--- config.mk ---
export PLATFORM = sky130hd
export DESIGN_NAME = int8mp_fifo
export DESIGN_NICKNAME = d
export VERILOG_FILES = /design/src/hdl/int8mp_pkg.sv /design/src/hdl/int8mp_fifo.sv
export SDC_FILE = /design/constraint.sdc
export NUM_CORES = 1
export LEC_CHECK = 0
export ABC_CLOCK_PERIOD_IN_PS = 5800
export BUFFER_PORTS_ARGS = -buffer_cell sky130_fd_sc_hd__buf_4
export CAP_MARGIN = 0
export CORE_ASPECT_RATIO = 2
export CORE_MARGIN = 2
export CORE_UTILIZATION = 47
export DETAILED_ROUTE_END_ITERATION = 8
export GPL_ROUTABILITY_DRIVEN = 0
export PLACE_DENSITY = 0.81
export SYNTH_ARGS = -nofsm -noshare
export SYNTH_HDL_FRONTEND = slang
export SYNTH_SLANG_ARGS = --single-unit
--- constraint.sdc ---
create_clock -name clk_i -period 5.8 [get_ports clk_i]
set_input_delay 0.58 -clock clk_i [delete_from_list [all_inputs] [get_ports clk_i]]
set_output_delay 0.58 -clock clk_i [all_outputs]
set_load 0.005 [all_outputs]
--- src/hdl/int8mp_pkg.sv ---
// Shared types and constants for the int8 2D max pooling block.
// Used by the front end, command queue, back end and top level; no dependencies.
`default_nettype none

package int8mp_pkg;

  // Signed coordinate width for window positions
  localparam int unsigned POS_W = 13;

  // Configuration port shape
  localparam int unsigned CFG_IDX_W  = 3;
  localparam int unsigned CFG_DATA_W = 7;

  // Configuration register indexes
  localparam logic [CFG_IDX_W-1:0] CFG_IN_HEIGHT = 3'd0;
  localparam logic [CFG_IDX_W-1:0] CFG_IN_WIDTH  = 3'd1;
  localparam logic [CFG_IDX_W-1:0] CFG_KERNEL_H  = 3'd2;
  localparam logic [CFG_IDX_W-1:0] CFG_KERNEL_W  = 3'd3;
  localparam logic [CFG_IDX_W-1:0] CFG_STRIDE_H  = 3'd4;
  localparam logic [CFG_IDX_W-1:0] CFG_STRIDE_W  = 3'd5;
  localparam logic [CFG_IDX_W-1:0] CFG_PAD_H     = 3'd6;
  localparam logic [CFG_IDX_W-1:0] CFG_PAD_W     = 3'd7;

  // Action codes of an input item
  localparam logic ACT_STORE = 1'b0;
  localparam logic ACT_POOL  = 1'b1;

  // Status codes of a result
  localparam logic STATUS_OK  = 1'b0;
  localparam logic STATUS_ERR = 1'b1;

  // Starting value of the running maximum
  localparam logic signed [7:0] PIXEL_FLOOR = -8'sd128;

  typedef enum logic [1:0] {
    CMD_STORE,
    CMD_POOL,
    CMD_ERROR
  } cmd_kind_e;

  // Effective configuration after clamping
  typedef struct packed {
    logic [6:0] height;
    logic [6:0] width;
    logic [3:0] kh;
    logic [3:0] kw;
    logic [3:0] sh;
    logic [3:0] sw;
    logic [2:0] ph;
    logic [2:0] pw;
  } cfg_t;

  // Classified command from front end to back end
  typedef struct packed {
    cmd_kind_e               kind;
    logic signed [POS_W-1:0] row;
    logic signed [POS_W-1:0] col;
    logic [7:0]              pixel;
  } cmd_t;

endpackage

`default_nettype wire

--- src/hdl/int8mp_fifo.sv ---
// Two-entry command queue between front end and back end.
// Depends on int8mp_pkg for the command type.
`default_nettype none

module int8mp_fifo (
  input  wire               clk_i,
  input  wire               rst_ni,
  input  wire               push_i,
  input  int8mp_pkg::cmd_t  cmd_i,
  output logic              full_o,
  input  wire               pop_i,
  output int8mp_pkg::cmd_t  cmd_o,
  output logic              empty_o
);

  int8mp_pkg::cmd_t entry_q [2];
  logic       wr_ptr_q, wr_ptr_d;
  logic       rd_ptr_q, rd_ptr_d;
  logic [1:0] cnt_q, cnt_d;
  logic       do_push, do_pop;

  assign full_o  = (cnt_q == 2'd2);
  assign empty_o = (cnt_q == 2'd0);
  assign do_push = push_i && !full_o;
  assign do_pop  = pop_i && !empty_o;
  assign cmd_o   = entry_q[rd_ptr_q];

  // Advance pointers and occupancy
  always_comb begin
    wr_ptr_d = do_push ? ~wr_ptr_q : wr_ptr_q;
    rd_ptr_d = do_pop ? ~rd_ptr_q : rd_ptr_q;
    cnt_d    = cnt_q;
    if (do_push && !do_pop) begin
      cnt_d = cnt_q + 2'd1;
    end else if (do_pop && !do_push) begin
      cnt_d = cnt_q - 2'd1;
    end
  end

  always_ff @(posedge clk_i or negedge rst_ni) begin
    if (!rst_ni) begin
      wr_ptr_q <= 1'b0;
      rd_ptr_q <= 1'b0;
      cnt_q    <= 2'd0;
    end else begin
      wr_ptr_q <= wr_ptr_d;
      rd_ptr_q <= rd_ptr_d;
      cnt_q    <= cnt_d;
    end
  end

  always_ff @(posedge clk_i) begin
    if (do_push) begin
      entry_q[wr_ptr_q] <= cmd_i;
    end
  end

endmodule

`default_nettype wire

==> Word-level counts from Yosys, hierarchy flattened <==
Memory sizes are Yosys's and may differ from the RTL's.
Index checks and enable logic that the tools add are counted.
{ "op_classes": {"bitwise": 2, "eq_ne": 1, "addsub": 2, "reduce_logical": 10, "mux": 4} }
{ "op_table": {"columns": ["op", "count"], "rows": [
  ["1-bit logical AND", 4],
  ["1-bit logical NOT", 4],
  ["2-bit two-way mux", 2],
  ["2-bit by 1-bit adder with 2-bit output, second input constant", 1],
  ["2-bit == test, second input constant", 1],
  ["2-bit logical NOT", 1],
  ["1-bit two-way mux", 2],
  ["1-bit NOT", 2],
  ["2-bit nonzero test", 1],
  ["2-bit by 1-bit subtractor with 2-bit output, second input constant", 1]
]} }
{ "totals": {"n_memories": 1, "out_inout_bits": 38, "in_bits": 40, "ramBits": 72, "regBits": 4, "word_cells": 23} }
{ "memory_table": {"columns": ["memory", "depth", "word_bits", "read_ports", "rd_ports_with_merged_regs", "wr", "line_no", "source"], "rows": [
  ["entry_q", 2, 36, 1, 0, 1, "int8mp_fifo.sv:16", "int8mp_pkg::cmd_t entry_q [2];"]
]} }

==> Logic depth before layout (Yosys ltp) <==
{ "depth": {"depth_word": 7, "depth_mapped": 7, "depth_no_buf": 7} }

==> Worst setup path after synthesis <==
No wires, ideal clock.
{ "synth_path": {"path_kind": "input-to-reg", "startpoint": "in push_i", "endpoint": "mem entry_q[0][0] (netlist bit), enable pin", "required_time_ps": 5371, "setup_ps": 429, "path_slack_ps": 3182, "arrival_ps": 2189, "path_buffers": 0, "path_stages": 2, "cell_sequence": "nand2_1 -> nor2_1"} }
{ "synth_between": {"elab_chain_cells": 3} }
{ "synth_lines": {"columns": ["element", "line_no", "source"], "rows": [
  ["from (decl)", "int8mp_fifo.sv:8", "input wire push_i,"],
  ["1-bit logical AND", "int8mp_fifo.sv:24", "assign do_push = push_i && !full_o;"],
  ["1-bit two-way mux", "int8mp_fifo.sv:53", "if (do_push) begin"],
  ["1-bit two-way mux (not written as such)", "int8mp_fifo.sv:54", "entry_q[wr_ptr_q] <= cmd_i;"],
  ["to (decl)", "int8mp_fifo.sv:16", null]
]} }
Every way passes these cells.

==> impl_metrics.csv <==
group,metric,value,unit
place,hpwl,3.22,mm
yosys,synthCells,131,
place,placed_area,3570,µm²
place,dp_cells,288,
grt,grt_overflow,0,
route,drt_wl_total,4.95,mm
yosys,syn_area_per_cell,22.5,µm²
clocking,clk_latency,320,ps
floorplan,dieWidth,60.0,µm
clocking,cts_max_level,3,
yosys,synth.distinct_cells,15,
timing,max_freq,385,MHz
timing,holdWs,40.3,ps
cells_and_area,syn_to_final_growth,30.6,%
setup_path,path_class,"flip-flop to primary output",
setup_path,reg2reg_slack,3850,ps
cells_and_area,final_nets,256,
flow_run,drv_cap,0,
floorplan,fp.coreArea,6060,µm²
route,wl_per_cell,16.3,µm
grt,grt_max_degree,38,
run_status,status,"completed",
setup_path,critPathCaptureType,"primary output",
power,p_per_area,502,nW/µm²
clocking,cts-hold-fix-buffers,0,
setup_path,rr_endpoint,"entry_q[0][31]",
yosys,syn_nets,172,
cells_and_area,fin_area,3840,µm²
power,power.share.clock,26.8,%
floorplan,pin_count,78,
power,p_total,1.93,mW
power,pwr-share-comb,28.4,%
min_path,hold_path_class,"primary input to asynchronous set/reset pin",
clocking,tritoncts.num_buffers,9,
power,leakagePower,1.54,nW
timing,relSlewSlack,24.8,%
floorplan,die_y,116,µm
clocking,cts_buffer_depth,2,
route,routed_via_density,4.78,
clocking,post_cts_resized,0,
setup_path,r2r_start,"cnt_q[0]",
place,place_ws,3520,ps
timing,period_share,44.8,%
clocking,root_buffer,"clkbuf_16",
timing,finalWorstSetupSlack,3200,ps
floorplan,num_rows,40,
setup_path,crit_fanout,37,
power,seq_power_share,44.8,%
yosys,synth.area.top_cells,"edfxtp_1 73%, mux2_4 15%, dfrtp_1 3.4%, mux2_2 2.7%, buf_12 2.0%",
timing,setup_violations,0,
setup_path,crit_arrival,2020,ps
setup_path,r2r.worst_path.cells,3,
floorplan,start_util,48.6,%
yosys,seq_area_frac_synth,76.8,%
clocking,cts.sinks,76,
clocking,tritoncts,"yes",
floorplan,die_area,6950,µm²
timing,clock-skew-final,3.90,ps
yosys,yosysTopAreaCell,"edfxtp_1",
yosys,ys_warn_count,0,
power,power.internal,1.45,mW
setup_path,crit_path_start_kind,"flip-flop",
timing,maxSlewViolCount,0,
timing,worst_pin_slew,1130,ps
yosys,synth_area,2940,µm²
timing,fin_setup_tns,0,ps
grt,grt_antenna_before_repair,0,
clocking,post_cts_buffers,0,
grt,track_usage,15.6,%
timing,rsz0062_at_grt,"false",
yosys,ys_ff_latch,76,
timing,hold_viol_final,0,
grt,grt_pass1_vias,1557,
cells_and_area,fin_cells,304,
timing,fin_crit,2600,ps
cells_and_area,most-common-layout-cells,"77 x buf_4, 72 x edfxtp_1, 29 x mux2_4",
yosys,synth_top_area_share,73.4,%
power,power_switching,0.482,mW
power,netSwitchingFraction,25.0,%
power,ir_drop,0.000511,V
setup_path,crit_required,5220,ps
grt,grt_pass1_wl,7.40,mm
route,first_iter_violations,34,
route,vias,1454,
cells_and_area,layout-drive-gt1-share,57.3,%
route,remaining_drc_errors,0,
route,drt-pass1-iter-count,4,
cells_and_area,final_common_cell,"buf_4",
cells_and_area,post-route-util,63.5,%
route,ant_nets,0,
place,port_buffers,77,
cells_and_area,n_antenna_cell,0,
clocking,clkTransAtPathRegs,50,ps
-- power groups by stage --
stage	clock network, mW	registers (mW)	logic, mW
after floorplan	0	0.797	0.410
after global placement	0	0.868	0.548
after detailed placement	0	0.879	0.558
after CTS	0.529	0.869	0.560
after global routing	0.552	0.880	0.591
final	0.516	0.865	0.548
-- cell type report --
cell class / instances / area [µm²]
Clock buffer: 13 / 240
Multi-Input combinational cell: 49 / 612
Inverter: 2 / 7.51
Clock inverter: 3 / 37.5
Sequential cell: 76 / 2260
Tap cell: 84 / 105
Timing Repair Buffer: 77 / 578
Fill cell: 438 / 2210
-- sequential cells by signal (all words and copies together), names as in the netlist --
name,flops
cnt_q,2
rd_ptr_q,1
entry_q,72
wr_ptr_q,1
-- metal layers --
metal | up-vias | track usage (%) | routed length (µm)
li1 | 676 | - | -
met1 | 711 | 13.9 | 1630
met2 | 55 | 28.1 | 2920
met3 | 12 | 6.36 | 270
met4 | 0 | 8.59 | 132
met5 | - | 0 | 0
-- cell usage after synthesis --
library cell	number
dfrtp_1	4
mux2_4	29
and3_1	1
nand2_1	1
mux2_2	7
edfxtp_1	72
xnor2_1	3
ha_1	1
nor2_1	3
inv_1	2
xor2_1	2
buf_12	3
buf_6	1
nand2b_1	1
o21ai_1	1
-- kinds of logic (layout without fill, tap and decap cells) --
logic type	after synthesis	in the layout	synth area share [%]
AOI/OAI and AO/OA	1	1	0.170
xor gates and xnor gates	5	5	1.49
adders and majority gates	1	1	0.425
buffers and inverters	6	95	2.68
DFF	76	76	76.8
muxes	36	36	17.5
and+or+nand+nor	6	6	0.935
-- worst max path at each step --
stage | startpoint | endpoint | slack, ps | depth (start not counted)
after global placement | rd_ptr_q | cmd_o[27] | 3570 | 2
after global routing | rd_ptr_q | cmd_o[27] | 3120 | 2
after detailed placement | rd_ptr_q | cmd_o[27] | 3520 | 2
after CTS | rd_ptr_q | cmd_o[27] | 3170 | 2
after floorplan | push_i | entry_q[0][0] | 3180 | 2
final | rd_ptr_q | cmd_o[27] | 3200 | 2
-- worst max-delay path: stages, from the launching register on --
cell     delay, ps
dfrtp_2       1090
mux2_2         420
buf_4          140
Note: power is estimated with default switching activity, not from simulation.
