==> config.mk <==
export PLATFORM = sky130hd
export DESIGN_NAME = int8mp_front
export DESIGN_NICKNAME = d
export VERILOG_FILES = /design/src/hdl/int8mp_pkg.sv /design/src/hdl/int8mp_front.sv
export SDC_FILE = /design/constraint.sdc
export NUM_CORES = 1
export LEC_CHECK = 0
export BUFFER_PORTS_ARGS = -buffer_cell sky130_fd_sc_hd__clkbuf_2
export CORE_ASPECT_RATIO = 1.75
export CORE_MARGIN = 2
export CORE_UTILIZATION = 52
export DETAILED_ROUTE_END_ITERATION = 6
export GPL_TIMING_DRIVEN = 0
export PLACE_DENSITY = 0.86
export REMOVE_ABC_BUFFERS = 1
export SLEW_MARGIN = 30
export SYNTH_ARGS = -nofsm -noshare
export SYNTH_HDL_FRONTEND = slang
export SYNTH_SLANG_ARGS = --single-unit
==> constraint.sdc <==
create_clock -name clk_i -period 5.35 [get_ports clk_i]
set_clock_uncertainty 0.05 [all_clocks]
set_input_delay 0.535 -clock clk_i [delete_from_list [all_inputs] [get_ports clk_i]]
set_output_delay 0.535 -clock clk_i [all_outputs]
set_load 0.03 [all_outputs]
==> src/hdl/int8mp_pkg.sv <==
// Shared types and constants for the int8 2D max pooling block.
// Used by the front end, command queue, back end and top level; no dependencies.
`default_nettype none

package int8mp_pkg;

  // Signed coordinate width for window positions
  localparam int unsigned POS_W = 13;

  // Configuration port shape
  localparam int unsigned CFG_IDX_W  = 3;
  localparam int unsigned CFG_DATA_W = 7;

  // Configuration register indexes
  localparam logic [CFG_IDX_W-1:0] CFG_IN_HEIGHT = 3'd0;
  localparam logic [CFG_IDX_W-1:0] CFG_IN_WIDTH  = 3'd1;
  localparam logic [CFG_IDX_W-1:0] CFG_KERNEL_H  = 3'd2;
  localparam logic [CFG_IDX_W-1:0] CFG_KERNEL_W  = 3'd3;
  localparam logic [CFG_IDX_W-1:0] CFG_STRIDE_H  = 3'd4;
  localparam logic [CFG_IDX_W-1:0] CFG_STRIDE_W  = 3'd5;
  localparam logic [CFG_IDX_W-1:0] CFG_PAD_H     = 3'd6;
  localparam logic [CFG_IDX_W-1:0] CFG_PAD_W     = 3'd7;

  // Action codes of an input item
  localparam logic ACT_STORE = 1'b0;
  localparam logic ACT_POOL  = 1'b1;

  // Status codes of a result
  localparam logic STATUS_OK  = 1'b0;
  localparam logic STATUS_ERR = 1'b1;

  // Starting value of the running maximum
  localparam logic signed [7:0] PIXEL_FLOOR = -8'sd128;

  typedef enum logic [1:0] {
    CMD_STORE,
    CMD_POOL,
    CMD_ERROR
  } cmd_kind_e;

  // Effective configuration after clamping
  typedef struct packed {
    logic [6:0] height;
    logic [6:0] width;
    logic [3:0] kh;
    logic [3:0] kw;
    logic [3:0] sh;
    logic [3:0] sw;
    logic [2:0] ph;
    logic [2:0] pw;
  } cfg_t;

  // Classified command from front end to back end
  typedef struct packed {
    cmd_kind_e               kind;
    logic signed [POS_W-1:0] row;
    logic signed [POS_W-1:0] col;
    logic [7:0]              pixel;
  } cmd_t;

endpackage

`default_nettype wire

==> src/hdl/int8mp_front.sv <==
// Front end: takes input items, checks coordinates and output bounds, and
// queues store, pool or error commands. Depends on int8mp_pkg.
`default_nettype none

module int8mp_front #(
  parameter int DIL_H = 1,
  parameter int DIL_W = 1
) (
  input  wire                  clk_i,
  input  wire                  rst_ni,
  input  int8mp_pkg::cfg_t     cfg_i,
  input  wire                  in_valid_i,
  output logic                 in_stall_o,
  input  wire                  action_i,
  input  wire  [5:0]           in_row_i,
  input  wire  [5:0]           in_col_i,
  input  wire  signed [7:0]    pixel_value_i,
  input  wire  [6:0]           out_row_i,
  input  wire  [6:0]           out_col_i,
  output logic                 push_o,
  output int8mp_pkg::cmd_t     cmd_o,
  input  wire                  full_i
);

  localparam int unsigned PW = int8mp_pkg::POS_W;

  logic              stg_valid_q, stg_valid_d;
  logic              action_q;
  logic [5:0]        in_row_q, in_col_q;
  logic [7:0]        pixel_q;
  logic [6:0]        out_row_q, out_col_q;

  logic              accept;
  logic              store_ok;
  logic              drop;
  logic              consume;
  logic [10:0]       prod_r, prod_c;
  logic [PW-1:0]     span_h, span_w;
  logic signed [PW-1:0] num_h, num_w;
  logic              row_ok, col_ok;

  assign accept = in_valid_i && !in_stall_o;

  // Input stage: hold one item while it is classified
  always_ff @(posedge clk_i or negedge rst_ni) begin
    if (!rst_ni) begin
      stg_valid_q <= 1'b0;
    end else begin
      stg_valid_q <= stg_valid_d;
    end
  end

  always_ff @(posedge clk_i) begin
    if (accept) begin
      action_q  <= action_i;
      in_row_q  <= in_row_i;
      in_col_q  <= in_col_i;
      pixel_q   <= pixel_value_i;
      out_row_q <= out_row_i;
      out_col_q <= out_col_i;
    end
  end

  // Store lands only inside the plane in use
  assign store_ok = ({1'b0, in_row_q} < cfg_i.height) && ({1'b0, in_col_q} < cfg_i.width);

  // Output bounds: coordinate*stride must not pass the last window start
  assign span_h = PW'(DIL_H * int'(cfg_i.kh - 4'd1));
  assign span_w = PW'(DIL_W * int'(cfg_i.kw - 4'd1));
  assign num_h  = $signed(PW'(cfg_i.height)) + $signed(PW'({cfg_i.ph, 1'b0}))
                - $signed(span_h) - $signed(PW'(1));
  assign num_w  = $signed(PW'(cfg_i.width)) + $signed(PW'({cfg_i.pw, 1'b0}))
                - $signed(span_w) - $signed(PW'(1));
  assign prod_r = 11'(out_row_q) * 11'(cfg_i.sh);
  assign prod_c = 11'(out_col_q) * 11'(cfg_i.sw);
  assign row_ok = !num_h[PW-1] && ($signed(PW'(prod_r)) <= num_h);
  assign col_ok = !num_w[PW-1] && ($signed(PW'(prod_c)) <= num_w);

  // Classify the staged item
  always_comb begin
    cmd_o = '0;
    drop  = 1'b0;
    if (action_q == int8mp_pkg::ACT_STORE) begin
      cmd_o.kind  = int8mp_pkg::CMD_STORE;
      cmd_o.row   = $signed(PW'(in_row_q));
      cmd_o.col   = $signed(PW'(in_col_q));
      cmd_o.pixel = pixel_q;
      drop        = !store_ok;
    end else if (row_ok && col_ok) begin
      cmd_o.kind = int8mp_pkg::CMD_POOL;
      cmd_o.row  = $signed(PW'(prod_r)) - $signed(PW'(cfg_i.ph));
      cmd_o.col  = $signed(PW'(prod_c)) - $signed(PW'(cfg_i.pw));
    end else begin
      cmd_o.kind = int8mp_pkg::CMD_ERROR;
    end
  end

  assign consume    = stg_valid_q && (drop || !full_i);
  assign push_o     = stg_valid_q && !drop && !full_i;
  assign in_stall_o = stg_valid_q && !consume;

  always_comb begin
    stg_valid_d = stg_valid_q;
    if (consume) begin
      stg_valid_d = 1'b0;
    end
    if (accept) begin
      stg_valid_d = 1'b1;
    end
  end

endmodule

`default_nettype wire

# Word level (Yosys, flattened, before mapping)
# Index checks and enable logic that the tools add are counted.
[word_totals]
reg_bits = 36
wordCells = 48
out_inout_bits = 38
[classes]
magnitude_cmp = 4
add_sub_neg = 10
multipliers = 2
n_mux = 7
n_reduce_logical = 18
[ops]
columns = ["operator", "n"]
rows = [
  ["$mux W28", 1],
  ["$mux W26", 1],
  ["$le A12 B11 Y1", 2],
  ["$sub A11 B3 Y12", 2],
  ["$mul A7 B4 Y11", 2],
  ["$sub A10 B2 Y11 const B", 2],
  ["$sub A9 B5 Y10", 2],
  ["$add A7 B4 Y8", 2],
  ["$lt A6 B7 Y1", 2],
  ["$sub A4 B1 Y5 const B", 2],
  ["$logic_and A1 B1 Y1", 9],
  ["$mux W8", 1],
  ["$logic_not A1 Y1", 7],
  ["$mux W1", 3],
  ["$mux W2", 1],
  ["$reduce_bool A2 Y1", 1],
  ["$logic_or A1 B1 Y1", 1],
]

# Longest topological paths before layout
# Gate-level depths: netlist of run 1.
[depth]
word_depth = 11
depth_mapped = 21
mapped_depth_nobuf = 19

# Worst setup path after synthesis of run 1
# OpenSTA, ideal clock, no wires.
[synth_timing]
kind = "input-to-output"
startpoint = "input port cfg_i[9] in the netlist's numbering"
endpoint = "output port cmd_o[20] in the netlist's numbering"
t_required_ps = 4765
path_slack_ps = -615
t_arrival_ps = 5380
cell_stages = 20
path_buffers = 2
path_cell_list = "and2_1 > fa_1 > inv_1 > fa_1 > inv_1 > ha_1 > nor2b_1 > o21a_1 > nor3_1 > nor2_1 > ha_1 > a21oi_1 > nand2_1 > a21o_1 > o31a_1 > a211oi_2 > nand2_1 > buf_4 > nor3_1 > buf_4"
[synth_lines]
columns = ["element", "line", "source"]
rows = [
  ["from (decl)", "int8mp_front.sv:11", "input int8mp_pkg::cfg_t cfg_i,"],
  ["to (decl)", "int8mp_front.sv:21", "output int8mp_pkg::cmd_t cmd_o,"],
]

==> reports/results.env, run 1 <==
STATUS='finished, violations left'
FAILING_CHECKS='negative setup slack'
COREAREA_MM2=0.01036
YOSYS_WARNINGS=0
FINAL-HOLD-VIOLATION-COUNT=0
YS_DOMINANT_REG_CELL='sky130_fd_sc_hd__edfxtp_1'
YS_TOP_CELLS_BY_COUNT='sky130_fd_sc_hd__ha_1, sky130_fd_sc_hd__inv_1, sky130_fd_sc_hd__nand2_1, sky130_fd_sc_hd__and2_1, sky130_fd_sc_hd__edfxtp_1'
SETUP_REPAIR_AFTER_GLOBAL_ROUTING_MISSED_ITS_MARGIN='yes'
DPL_WORST_SLACK_PS=-1052
PERIOD_NEEDED_PS=5582
FINISH.NET_COUNT=959
NUMCLOCKSINKS=36
CLK_ROOT_BUFFER_CELL='sky130_fd_sc_hd__clkbuf_16'
NUMBER_OF_BUFFERS_CREATED_BY_CTS=5
CRIT_FANOUT=6
FINALSETUPVIOLATIONS=28
POWER.IR.VDD_WORST_V=0.0002597
PORT_BUFFERS=112
SYNTHTOPCELLSBYAREA='sky130_fd_sc_hd__ha_1, sky130_fd_sc_hd__edfxtp_1, sky130_fd_sc_hd__fa_1'
SEQ_AREA_FRAC_SYNTH_PCT=19.39
FINAL_INSTANCE_AREA_MM2=0.007515
DRT_PASS1_ITERATIONS=5
STATIC-LEAKAGE-POWER_nW=3.506
PATH_DELAY_FAMILY='adder cells'
INITIAL_UTILIZATION_PCT=53.56
POSTSYNTHCELLCOUNT=604
GRT_UTIL_ALL_LAYERS_PCT=29.27
NUM_IO_PINS=113
VIAS=5374
PATH_TYPE_OF_THE_WORST_SETUP_PATH='flip-flop to primary output'
REG2REG_FROM='in_row_q[1]$_DFFE_PP_'
CP.ARRIVAL_PS=5000
NUMBER_OF_DRC_MARKERS_IN_ITERATION_0=246
FIN_WS_PS=-231.6
SYNTHTOLAYOUTAREAGROWTH_PCT=35.42
GRT_PASS1_WL_UM=25830
FP.DIEH_UM=140.7
CLOCK_TREE_FROM_TRITONCTS='built'
SYNTH-EDFF-COUNT=35
GRT_REMAINING_OVERFLOW=0
CLOCK_INSERTION_DELAY_AT_THE_LATER_PIN_OF_THE_SKEW_REPORT_PS=290
SYN_AREA_MM2=0.005549
FRACTION_OF_LAYOUT_CELLS_WITH_A_SIZE_SUFFIX_ABOVE_1_PCT=35.37
HOLD_PATH_CLASS='input port to flip-flop'
SYNTH.DISTINCT_CELLS=59
POWER_mW=2.614
WORST_SETUP_HOLD_PATH_CLK_SLEW_PS=60
SYNTHARSTFLOPSHARE_PCT=2.778
DETAIL_ROUTE.DRC_VIOLATIONS=0
PLACED_CELLS_INCL_TAPS=833
FINALNONFILLERCELLS=896
POST_DP_CELL_AREA_MM2=0.006207
POSTSYNTHREGISTERBITS=36
NETLIST.TOP_CELL.BY_AREA='sky130_fd_sc_hd__ha_1'
CTSLONGESTPATHBUFFERS=2
FINAL_MIN_PERIOD_OVER_CLOCK_PERIOD_PCT=104.3
ROWS=49
SYN_AVG_CELL_AREA_UM2=9.187
TIMING.CRITICAL_PATH.FROM_TYPE='flip-flop'
DETAILEDPLACEMENTHPWL_UM=11850
NUMBER_OF_DIODES=0
TIMING.FMAX_MHz=179.2
ROUTE.DETAILED.VIAS_PER_INST=5.998
TIMING.CRITICAL_PATH.TO_TYPE='primary output'
SYNTH_TOP_AREA_SHARE_PCT=20.29
DIE_AR_MM2=0.01155
POSTROUTEANTENNANETS=0
GRT_ANTENNA_BEFORE_REPAIR=0
TIMING.HOLD.WORST.START='out_col_i[6]'
GPL.FINAL_WEIGHTED_CONGESTION=0.9227
HTREEDEPTH=2
MAX-SLEW-MARGIN-REL_PCT=45.63
CRIT_REQUIRED_PS=4760
MAXSLEWVIOLCOUNT=0
TIGHTESTPINTRANSITION_PS=814.6
CRIT_BUF_INV=7
CAP_VIOLATIONS=0
DIE_W_UM=82.09
LARGEST_NET_DEGREE_AT_THE_START_OF_GLOBAL_ROUTING=37
WL_PER_CELL_UM=19.50
TIMING.CRITICAL_PATH.FROM='out_col_q[1]$_DFFE_PP_'
POWER_DENSITY_mW_PER_MM2=347.8
NUMBER_OF_GLOBAL_ROUTE_VIAS_BEFORE_REPAIR=5566
WIRELENGTH_UM=17470
SYNTH_MOST_COMMON_CELL='sky130_fd_sc_hd__ha_1'
SLOWEST_DELAY_PS=530
PATH_CELLS='and2_4, fa_1, inv_1, fa_1, inv_2, ha_4, buf_6, o21ai_4, o21ai_2, a21oi_2, xnor2_2, ha_1, nand4_1, a21oi_2, o31a_1, a211oi_4, buf_12, nand2_8, buf_4, buf_6, nor3_4, buf_8'
CRIT_PATH_TOP_DELAY_CELL='sky130_fd_sc_hd__fa_1'
## per-stage QoR
step	utilization [%]	hold WS [ps]	setup TNS, ps
6_report	72.53	363.0	-4061
4_1_cts	67.81	363.5	-4805
3_5_place_dp	59.91	260.9	-24460
2_1_floorplan	-	189.4	-15320
5_1_grt	72.53	358.9	-6811
3_3_place_gp	59.87	259.2	-29640
## where the power goes
part | switching (mW) | internal (mW)
Sequential | 0.0152 | 0.336
Combinational | 1.09 | 0.873
Clock | 0.127 | 0.172
## worst reg2reg max path, cell delays in order (launching register included)
cell	delay [ps]
sky130_fd_sc_hd__edfxtp_1	400
sky130_fd_sc_hd__ha_1	290
sky130_fd_sc_hd__a21o_1	110
sky130_fd_sc_hd__a21o_1	110
sky130_fd_sc_hd__a21oi_1	90
sky130_fd_sc_hd__o21ai_0	300
sky130_fd_sc_hd__a22o_1	300
sky130_fd_sc_hd__o211a_4	530
## sequential cells by signal, summed over array words and instances, names as in the netlist
name         flops
out_col_q        7
pixel_q          8
in_row_q         6
action_q         1
stg_valid_q      1
in_col_q         6
out_row_q        7
## what timing repair did
item                                   4_1_cts  5_1_grt
pin swaps                                   40       64
endpoints found under the hold margin        1        0
gates cloned                                 5        0
hold buffers                                 1        0
setup buffers                               28       21
setup endpoints to repair                   28       28
resized for setup                           85       83
## logic make-up (layout without fill, tap and decap cells)
logic type,after synthesis,after routing,synth area share [%]
buffers and inverters,87,247,6.381
and+or+nand+nor,183,185,18.90
AOI/OAI and AO/OA,135,135,18.20
xor gates and xnor gates,46,46,7.260
adders and majority gates,117,120,29.88
DFF,36,36,19.39
## area by class of cell
class	count	area [um^2]
multi-input combinational	486	4737
tap	127	158.9
clock inverter	3	18.77
fill	715	2846
clock buffer	5	125.1
inverter	77	290.3
timing repair buffer	162	1109
sequential	36	1076
## cells in the final DEF (no fill, tap or decap), drive strengths merged, types with 8 or more instances in the layout
cell type | synthesis | layout
a21o | 20 | 20
a21oi | 31 | 31
and2 | 40 | 40
buf | 6 | 73
clkbuf | 4 | 93
edfxtp | 35 | 35
fa | 26 | 26
ha | 90 | 90
inv | 76 | 76
nand2 | 41 | 43
nand2b | 8 | 8
nand4 | 8 | 8
nor2 | 24 | 24
nor2b | 13 | 13
nor3 | 12 | 12
nor4 | 15 | 15
o21a | 10 | 10
o21ai | 20 | 20
o41ai | 9 | 9
xnor2 | 32 | 32
xor2 | 14 | 14
## routing by layer
| metal | GRT usage (%) | part of all wire [%] | up-vias |
|---|---|---|---|
| li1 | - | - | 2494 |
| met1 | 29.25 | 33 | 2573 |
| met2 | 53.40 | 55 | 227 |
| met3 | 3.969 | 5.0 | 80 |
| met4 | 19.91 | 6.7 | 0 |
| met5 | 0 | 0 | - |
## final timing paths
| check | to | slack, ps | cells past startpoint |
|---|---|---|---|
| min in group asynchronous | stg_valid_q$_DFFE_PN0P_ | 500 | 2 |
| setup / recovery | cmd_o[19] | -230 | 22 |
| hold reg to reg | stg_valid_q$_DFFE_PN0P_ | 540 | 2 |
| max in group asynchronous | stg_valid_q$_DFFE_PN0P_ | 4660 | 2 |
| hold / removal | out_col_q[6]$_DFFE_PP_ | 360 | 1 |
| setup reg to reg | out_col_q[5]$_DFFE_PP_ | 2770 | 7 |
Note: power is estimated with default switching activity, not from simulation.
==> run 2, diff against run 1 <==
- GPL_TIMING_DRIVEN: 0 -> unset
==> reports/results.env, run 2 (synthesis gave the netlist of run 1 again) <==
WL_PER_CELL_UM=18.92
REG.LARGEST.LIST='pixel_q (8), out_col_q (7), out_row_q (7)'
CLK_ROOT_BUFFER_CELL='sky130_fd_sc_hd__clkbuf_16'
CTSLONGESTPATHBUFFERS=2
REG_TO_REG_END='pixel_q[2]$_DFFE_PP_'
NUMCLOCKSINKS=36
REG2REG_SETUP_SLACK_PS=2740
FAILING_CHECKS='negative setup slack'
REG2REG_FROM='in_row_q[1]$_DFFE_PP_'
POWER_DENSITY_mW_PER_MM2=338.8
HTREEDEPTH=2
GRT_UTIL_ALL_LAYERS_PCT=29.46
DIE_AR_MM2=0.01155
GPL.FINAL_WEIGHTED_CONGESTION=0.9380
SYNTHTOLAYOUTAREAGROWTH_PCT=41.49
NUMBER_OF_DRC_MARKERS_IN_ITERATION_0=270
FINAL_MIN_PERIOD_OVER_CLOCK_PERIOD_PCT=105.5
TIMING.FMAX_MHz=177.1
LAYOUT_COMMONEST_CELL='sky130_fd_sc_hd__clkbuf_2'
INITIAL_UTILIZATION_PCT=53.56
FRACTION_OF_LAYOUT_CELLS_WITH_A_SIZE_SUFFIX_ABOVE_1_PCT=38.25
GRT_REMAINING_OVERFLOW=0
TIMING.CRITICAL_PATH.TO_TYPE='primary output'
VIAS=5438
DRT_PASS1_ITERATIONS=6
SETUP_REPAIR_AFTER_GLOBAL_ROUTING_MISSED_ITS_MARGIN='yes'
DETAILEDPLACEMENTHPWL_UM=12740
CLOCK_INSERTION_DELAY_AT_THE_LATER_PIN_OF_THE_SKEW_REPORT_PS=290
TIMING.CRITICAL_PATH.FROM='out_row_q[1]$_DFFE_PP_'
FIN_SETUP_TNS_PS=-4724
FINISH.NET_COUNT=990
DETAIL_ROUTE.DRC_VIOLATIONS=0
POWER.IR.VDD_WORST_V=0.0003515
DIE_W_UM=82.09
CRITPATHCAPTURE='cmd_o[32]'
GRT_ANTENNA_BEFORE_REPAIR=0
HOLD_PATH_CLASS='input port to flip-flop'
MAX-SLEW-MARGIN-REL_PCT=56.61
PATH_TYPE_OF_THE_WORST_SETUP_PATH='flip-flop to primary output'
FF2FF_PATH_DEPTH=8
FIN_WS_PS=-295.4
ROWS=49
FINAL-HOLD-VIOLATION-COUNT=0
NUMBER_OF_BUFFERS_CREATED_BY_CTS=5
LARGEST_NET_DEGREE_AT_THE_START_OF_GLOBAL_ROUTING=36
MOST-COMMON-LAYOUT-CELLS='sky130_fd_sc_hd__clkbuf_2, sky130_fd_sc_hd__buf_4, sky130_fd_sc_hd__ha_1'
PORT_BUFFERS=112
NUM_IO_PINS=113
CP.ARRIVAL_PS=5060
WIRELENGTH_UM=17540
NUMBER_OF_GLOBAL_ROUTE_VIAS_BEFORE_REPAIR=5755
PERIOD_NEEDED_PS=5645
LARGEST_REG_FLOPS=8
STATIC-LEAKAGE-POWER_nW=3.708
ROUTE.DETAILED.VIAS_PER_INST=5.866
FINALSETUPVIOLATIONS=26
HOLD-WORST-SLACK_PS=368.9
TIGHTESTPINTRANSITION_PS=650.9
POSTROUTEANTENNANETS=0
TIMING.CRITICAL_PATH.FROM_TYPE='flip-flop'
CAP_VIOLATIONS=0
GRT_PASS1_WL_UM=26030
STATUS='finished, violations left'
NUMBER_OF_DIODES=0
FP.DIEH_UM=140.7
REGMOSTFLOPS='pixel_q'
DPL_WORST_SLACK_PS=-508.9
CLOCK_TREE_FROM_TRITONCTS='built'
COREAREA_MM2=0.01036
CRIT_REQUIRED_PS=4760
WORST_SETUP_HOLD_PATH_CLK_SLEW_PS=60
MAXSLEWVIOLCOUNT=0
CRIT_FANOUT=8
run 2: cell type report:
cell class                 instances  area [um^2]
multi-input combinational        481         4708
fill                             649         2510
timing repair buffer             198         1475
sequential                        36         1076
inverter                          77        289.0
tap                              127        158.9
clock buffer                       5        125.1
clock inverter                     3        18.77
run 2: timing repair:
item | in CTS | in global routing
buffers inserted | 15 | 14
resized for setup | 111 | 73
pin swaps | 48 | 56
setup endpoints to repair | 28 | 28
hold buffers | 1 | 0
hold endpoints to repair | 1 | 0
run 2: through the flow:
| stage | util (%) | std cells | instance area [um^2] | power (mW) |
|---|---|---|---|---|
| 2_1_floorplan | - | 594 | 5484 | 1.253 |
| 3_3_place_gp | 64.12 | 890 | 6644 | 1.711 |
| 6_report | 75.78 | 927 | 7851 | 2.660 |
| 3_5_place_dp | 64.12 | 890 | 6644 | 1.775 |
| 4_1_cts | 71.61 | 913 | 7420 | 2.373 |
| 5_1_grt | 75.78 | 927 | 7851 | 2.808 |
run 2: critical path, stage by stage (launching register included):
cell                       delay [ps]
sky130_fd_sc_hd__edfxtp_1         460
sky130_fd_sc_hd__and2_4           190
sky130_fd_sc_hd__fa_1             540
sky130_fd_sc_hd__inv_1             50
sky130_fd_sc_hd__fa_1             500
sky130_fd_sc_hd__inv_2             50
sky130_fd_sc_hd__ha_4             290
sky130_fd_sc_hd__nand3_2           80
sky130_fd_sc_hd__o211ai_1         290
sky130_fd_sc_hd__or2_4            210
sky130_fd_sc_hd__xnor2_4          120
sky130_fd_sc_hd__inv_2             80
sky130_fd_sc_hd__ha_4             300
sky130_fd_sc_hd__nand4_1          100
sky130_fd_sc_hd__nor2_1           130
sky130_fd_sc_hd__nand2_1           80
sky130_fd_sc_hd__o21ai_2           70
sky130_fd_sc_hd__a21oi_2           50
sky130_fd_sc_hd__maj3_4           430
sky130_fd_sc_hd__buf_12           170
sky130_fd_sc_hd__nor4_4           350
sky130_fd_sc_hd__clkbuf_8         230
run 2: how the worst min path moves through the flow:
stage | start | end | slack (ps) | depth (start not counted)
2_1_floorplan | rst_ni | stg_valid_q$_DFFE_PN0P_ | 190 | 0
3_3_place_gp | rst_ni | stg_valid_q$_DFFE_PN0P_ | 260 | 1
3_5_place_dp | rst_ni | stg_valid_q$_DFFE_PN0P_ | 260 | 1
4_1_cts | out_col_i[6] | out_col_q[6]$_DFFE_PP_ | 360 | 1
5_1_grt | out_col_i[6] | out_col_q[6]$_DFFE_PP_ | 360 | 1
6_report | out_col_i[6] | out_col_q[6]$_DFFE_PP_ | 370 | 1
run 2: power by group:
part | total, mW | internal, mW | leakage (nW) | switching, mW
clock network | 0.292 | 0.172 | 0.0736 | 0.120
logic | 2.01 | 0.943 | 3.29 | 1.07
registers | 0.354 | 0.336 | 0.344 | 0.0177
total | 2.66 | 1.45 | 3.71 | 1.21
run 2: routing by layer:
metal	track usage, %	vias to the layer above	share of wire (%)
met2	57.55	221	56
met5	0	-	0
met4	17.81	0	6.4
met1	27.13	2603	34
li1	-	2535	-
met3	3.521	79	4.3
==> run 3, diff against run 2 <==
- ABC_AREA: unset -> 1
==> reports/results.env, run 3 <==
ROWS=50
SYNTHTOPCELLSBYAREA='sky130_fd_sc_hd__ha_1, sky130_fd_sc_hd__edfxtp_1, sky130_fd_sc_hd__inv_1'
REGMOSTFLOPS='pixel_q'
FINAL-HOLD-VIOLATION-COUNT=0
MAX-SLEW-MARGIN-REL_PCT=41.98
POST_DP_CELL_AREA_MM2=0.006462
NETLIST.TOP_CELL.BY_AREA='sky130_fd_sc_hd__ha_1'
DRT_PASS1_ITERATIONS=5
PATH_DELAY_FAMILY='adder cells'
AREA.SEQUENTIAL_MM2=0.001076
CAP_VIOLATIONS=0
COREAREA_MM2=0.01070
REG2REG_FROM='in_row_q[5]$_DFFE_PP_'
DIE_AR_MM2=0.01188
DETAIL_ROUTE.DRC_VIOLATIONS=0
MULTI_INPUT_AREA_MM2=0.004163
PLACED_CELLS_INCL_TAPS=1026
TIMING.CRITICAL_PATH.FROM_TYPE='flip-flop'
NUMBER_OF_BUFFERS_CREATED_BY_CTS=5
CTSLONGESTPATHBUFFERS=2
PERIOD_NEEDED_PS=5409
FINALNONFILLERCELLS=1061
HOLD-WORST-SLACK_PS=365.7
YOSYS_WARNINGS=0
POSTSYNTHCELLCOUNT=782
YS_DOMINANT_REG_CELL='sky130_fd_sc_hd__edfxtp_1'
HTREEDEPTH=2
YS_TOP_CELLS_BY_COUNT='sky130_fd_sc_hd__inv_1, sky130_fd_sc_hd__nand2_1, sky130_fd_sc_hd__ha_1, sky130_fd_sc_hd__nor2_1, sky130_fd_sc_hd__edfxtp_1'
GRT_REMAINING_OVERFLOW=0
FIN_WS_PS=-58.60
NUM_IO_PINS=113
STATIC-LEAKAGE-POWER_nW=4.157
FF2FF_PATH_DEPTH=12
MAXSLEWVIOLCOUNT=0
PATH_TYPE_OF_THE_WORST_SETUP_PATH='flip-flop to primary output'
SYNTH_MOST_COMMON_CELL='sky130_fd_sc_hd__inv_1'
MOST-COMMON-LAYOUT-CELLS='sky130_fd_sc_hd__nand2_1, sky130_fd_sc_hd__inv_1, sky130_fd_sc_hd__clkbuf_2'
REG.LARGEST.LIST='pixel_q (8), out_col_q (7), out_row_q (7)'
POWER.IR.VDD_WORST_V=0.0002107
TIMING.FMAX_MHz=184.9
NUMBER_OF_DRC_MARKERS_IN_ITERATION_0=160
DETAILEDPLACEMENTHPWL_UM=11590
SETUP_REPAIR_AFTER_GLOBAL_ROUTING_MISSED_ITS_MARGIN='yes'
GRT_UTIL_ALL_LAYERS_PCT=24.03
WIRELENGTH_UM=15410
FIN_SETUP_TNS_PS=-395.3
FINALSETUPVIOLATIONS=17
INITIAL_UTILIZATION_PCT=53.44
SYNTHTOLAYOUTAREAGROWTH_PCT=26.61
CP.ARRIVAL_PS=4820
SEQ_AREA_FRAC_SYNTH_PCT=18.82
VIAS=5476
HOLD_DEPTH=1
TIGHTESTPINTRANSITION_PS=870.2
FAILING_CHECKS='negative setup slack'
CLK_ROOT_BUFFER_CELL='sky130_fd_sc_hd__clkbuf_16'
POSTSYNTHREGISTERBITS=36
POST-ROUTE-UTIL_PCT=67.66
SYNTH-EDFF-COUNT=35
FINAL_INSTANCE_AREA_MM2=0.007238
STATUS='finished, violations left'
NUMCLOCKSINKS=36
SYNTH_TOP_AREA_SHARE_PCT=19.70
REG2REG_SETUP_SLACK_PS=2900
TIMING.CRITICAL_PATH.TO_TYPE='primary output'
PORT_BUFFERS=112
LAYOUT_COMMONEST_CELL='sky130_fd_sc_hd__nand2_1'
LARGEST_NET_DEGREE_AT_THE_START_OF_GLOBAL_ROUTING=36
SLOWEST_DELAY_PS=550
POWER_DENSITY_mW_PER_MM2=290.0
DIE_W_UM=83.26
CP.DEPTH=21
CLOCK_INSERTION_DELAY_AT_THE_LATER_PIN_OF_THE_SKEW_REPORT_PS=290
FP.DIEH_UM=142.7
FINAL_MIN_PERIOD_OVER_CLOCK_PERIOD_PCT=101.1
SYNTH.DISTINCT_CELLS=34
NUMBER_OF_GLOBAL_ROUTE_VIAS_BEFORE_REPAIR=5505
FILLERINSTANCES=835
CRIT_PATH_TOP_DELAY_CELL='sky130_fd_sc_hd__fa_1'
FINISH.NET_COUNT=1121
CRIT_REQUIRED_PS=4760
CLOCK_TREE_FROM_TRITONCTS='built'
NUMBER_OF_DIODES=0
FRACTION_OF_LAYOUT_CELLS_WITH_A_SIZE_SUFFIX_ABOVE_1_PCT=26.32
PATH_CELLS='buf_6, nand2_1, fa_1, fa_1, buf_4, fa_2, o21ai_4, a21oi_2, xor2_2, inv_2, ha_4, nand2_1, nor2_1, nand3_1, nand2_1, nand2_1, nand2_2, nand4_4, buf_12, nor2_1, clkbuf_4'
DPL_WORST_SLACK_PS=-31.22
GPL.FINAL_WEIGHTED_CONGESTION=0.9618
TIMING.CRITICAL_PATH.FROM='out_col_q[1]$_DFFE_PP_'
LARGEST_REG_FLOPS=8
GRT_PASS1_WL_UM=22890
ROUTE.DETAILED.VIAS_PER_INST=5.161
HOLD_PATH_CLASS='input port to flip-flop'
POSTROUTEANTENNANETS=0
WL_PER_CELL_UM=14.53
WORST_PATH_MOST_REPEATED_CELL='sky130_fd_sc_hd__nand2_1'
SYN_AVG_CELL_AREA_UM2=7.310
CRIT_BUF_INV=5
WORST_SETUP_HOLD_PATH_CLK_SLEW_PS=60
CRIT_FANOUT=8
SYNTHARSTFLOPSHARE_PCT=2.778
GRT_ANTENNA_BEFORE_REPAIR=0
TIMING.HOLD.WORST.START='in_col_i[1]'
POWER_mW=2.099
SYN_AREA_MM2=0.005717
[run 3: cell types whose count changed in the layout (fill, tap and decap cells not counted), moves of 17 or more]
cell                      delta
sky130_fd_sc_hd__nand2_1   +139
sky130_fd_sc_hd__inv_1     +103
sky130_fd_sc_hd__nor2_1     +44
sky130_fd_sc_hd__buf_4      -40
sky130_fd_sc_hd__and2_1     -32
sky130_fd_sc_hd__nand3_1    +27
sky130_fd_sc_hd__xor2_1     +19
sky130_fd_sc_hd__xnor2_1    -17
[run 3: logic make-up (layout without fill, tap and decap cells)]
logic type | count (synthesis) | after routing | synth area share (%)
AOI/OAI and AO/OA | 76 | 76 | 8.996
DFF | 36 | 36 | 18.82
and+or+nand+nor | 308 | 308 | 22.46
adders and majority gates | 116 | 116 | 28.80
buffers and inverters | 199 | 348 | 13.46
xor gates and xnor gates | 47 | 47 | 7.463
[run 3: routing by layer]
metal / vias up / global-route usage, % / part of all wire, %
met5: - / 0 / 0
met4: 0 / 11.91 / 5.2
met3: 54 / 2.370 / 2.7
met2: 147 / 52.76 / 59
met1: 2560 / 20.16 / 33
li1: 2715 / - / -
[run 3: final timing paths]
check                                          end
max in group asynchronous  stg_valid_q$_DFFE_PN0P_
setup reg to reg            out_row_q[4]$_DFFE_PP_
hold reg to reg            stg_valid_q$_DFFE_PN0P_
hold / removal               in_col_q[1]$_DFFE_PP_
setup / recovery                         cmd_o[19]
min in group asynchronous  stg_valid_q$_DFFE_PN0P_
[run 3: area by class of cell]
class / count / share of cell area (%)
multi-input combinational: 547 / 57.51
sequential: 36 / 14.87
timing repair buffer: 147 / 13.31
inverter: 193 / 10.01
tap: 130 / 2.247
clock buffer: 5 / 1.729
clock inverter: 3 / 0.3284
[run 3: report_power, final]
part / internal, mW / switching [mW] / leakage, nW
Clock: 0.173 / 0.121 / 0.0660
Sequential: 0.333 / 0.0170 / 0.347
Combinational: 0.600 / 0.854 / 3.74
Total: 1.11 / 0.992 / 4.16
[run 3: what timing repair did]
item / in CTS / in global routing
gates resized for setup: 23 / 100
cloned: 1 / 0
setup endpoints to repair: 25 / 27
pin swaps: 17 / 57
hold buffers: 1 / 0
setup buffers: 11 / 13
hold endpoints to repair: 1 / 0
[run 3: worst register-to-register path, delay by kind of cell (launching register included)]
family	cells	cell delay [ps]
AND/OR/NAND/NOR	7	880
adder cells (fa/ha/maj)	1	290
AO/OA/AOI/OAI	2	230
flip-flops	1	420
buffers and inverters	2	260
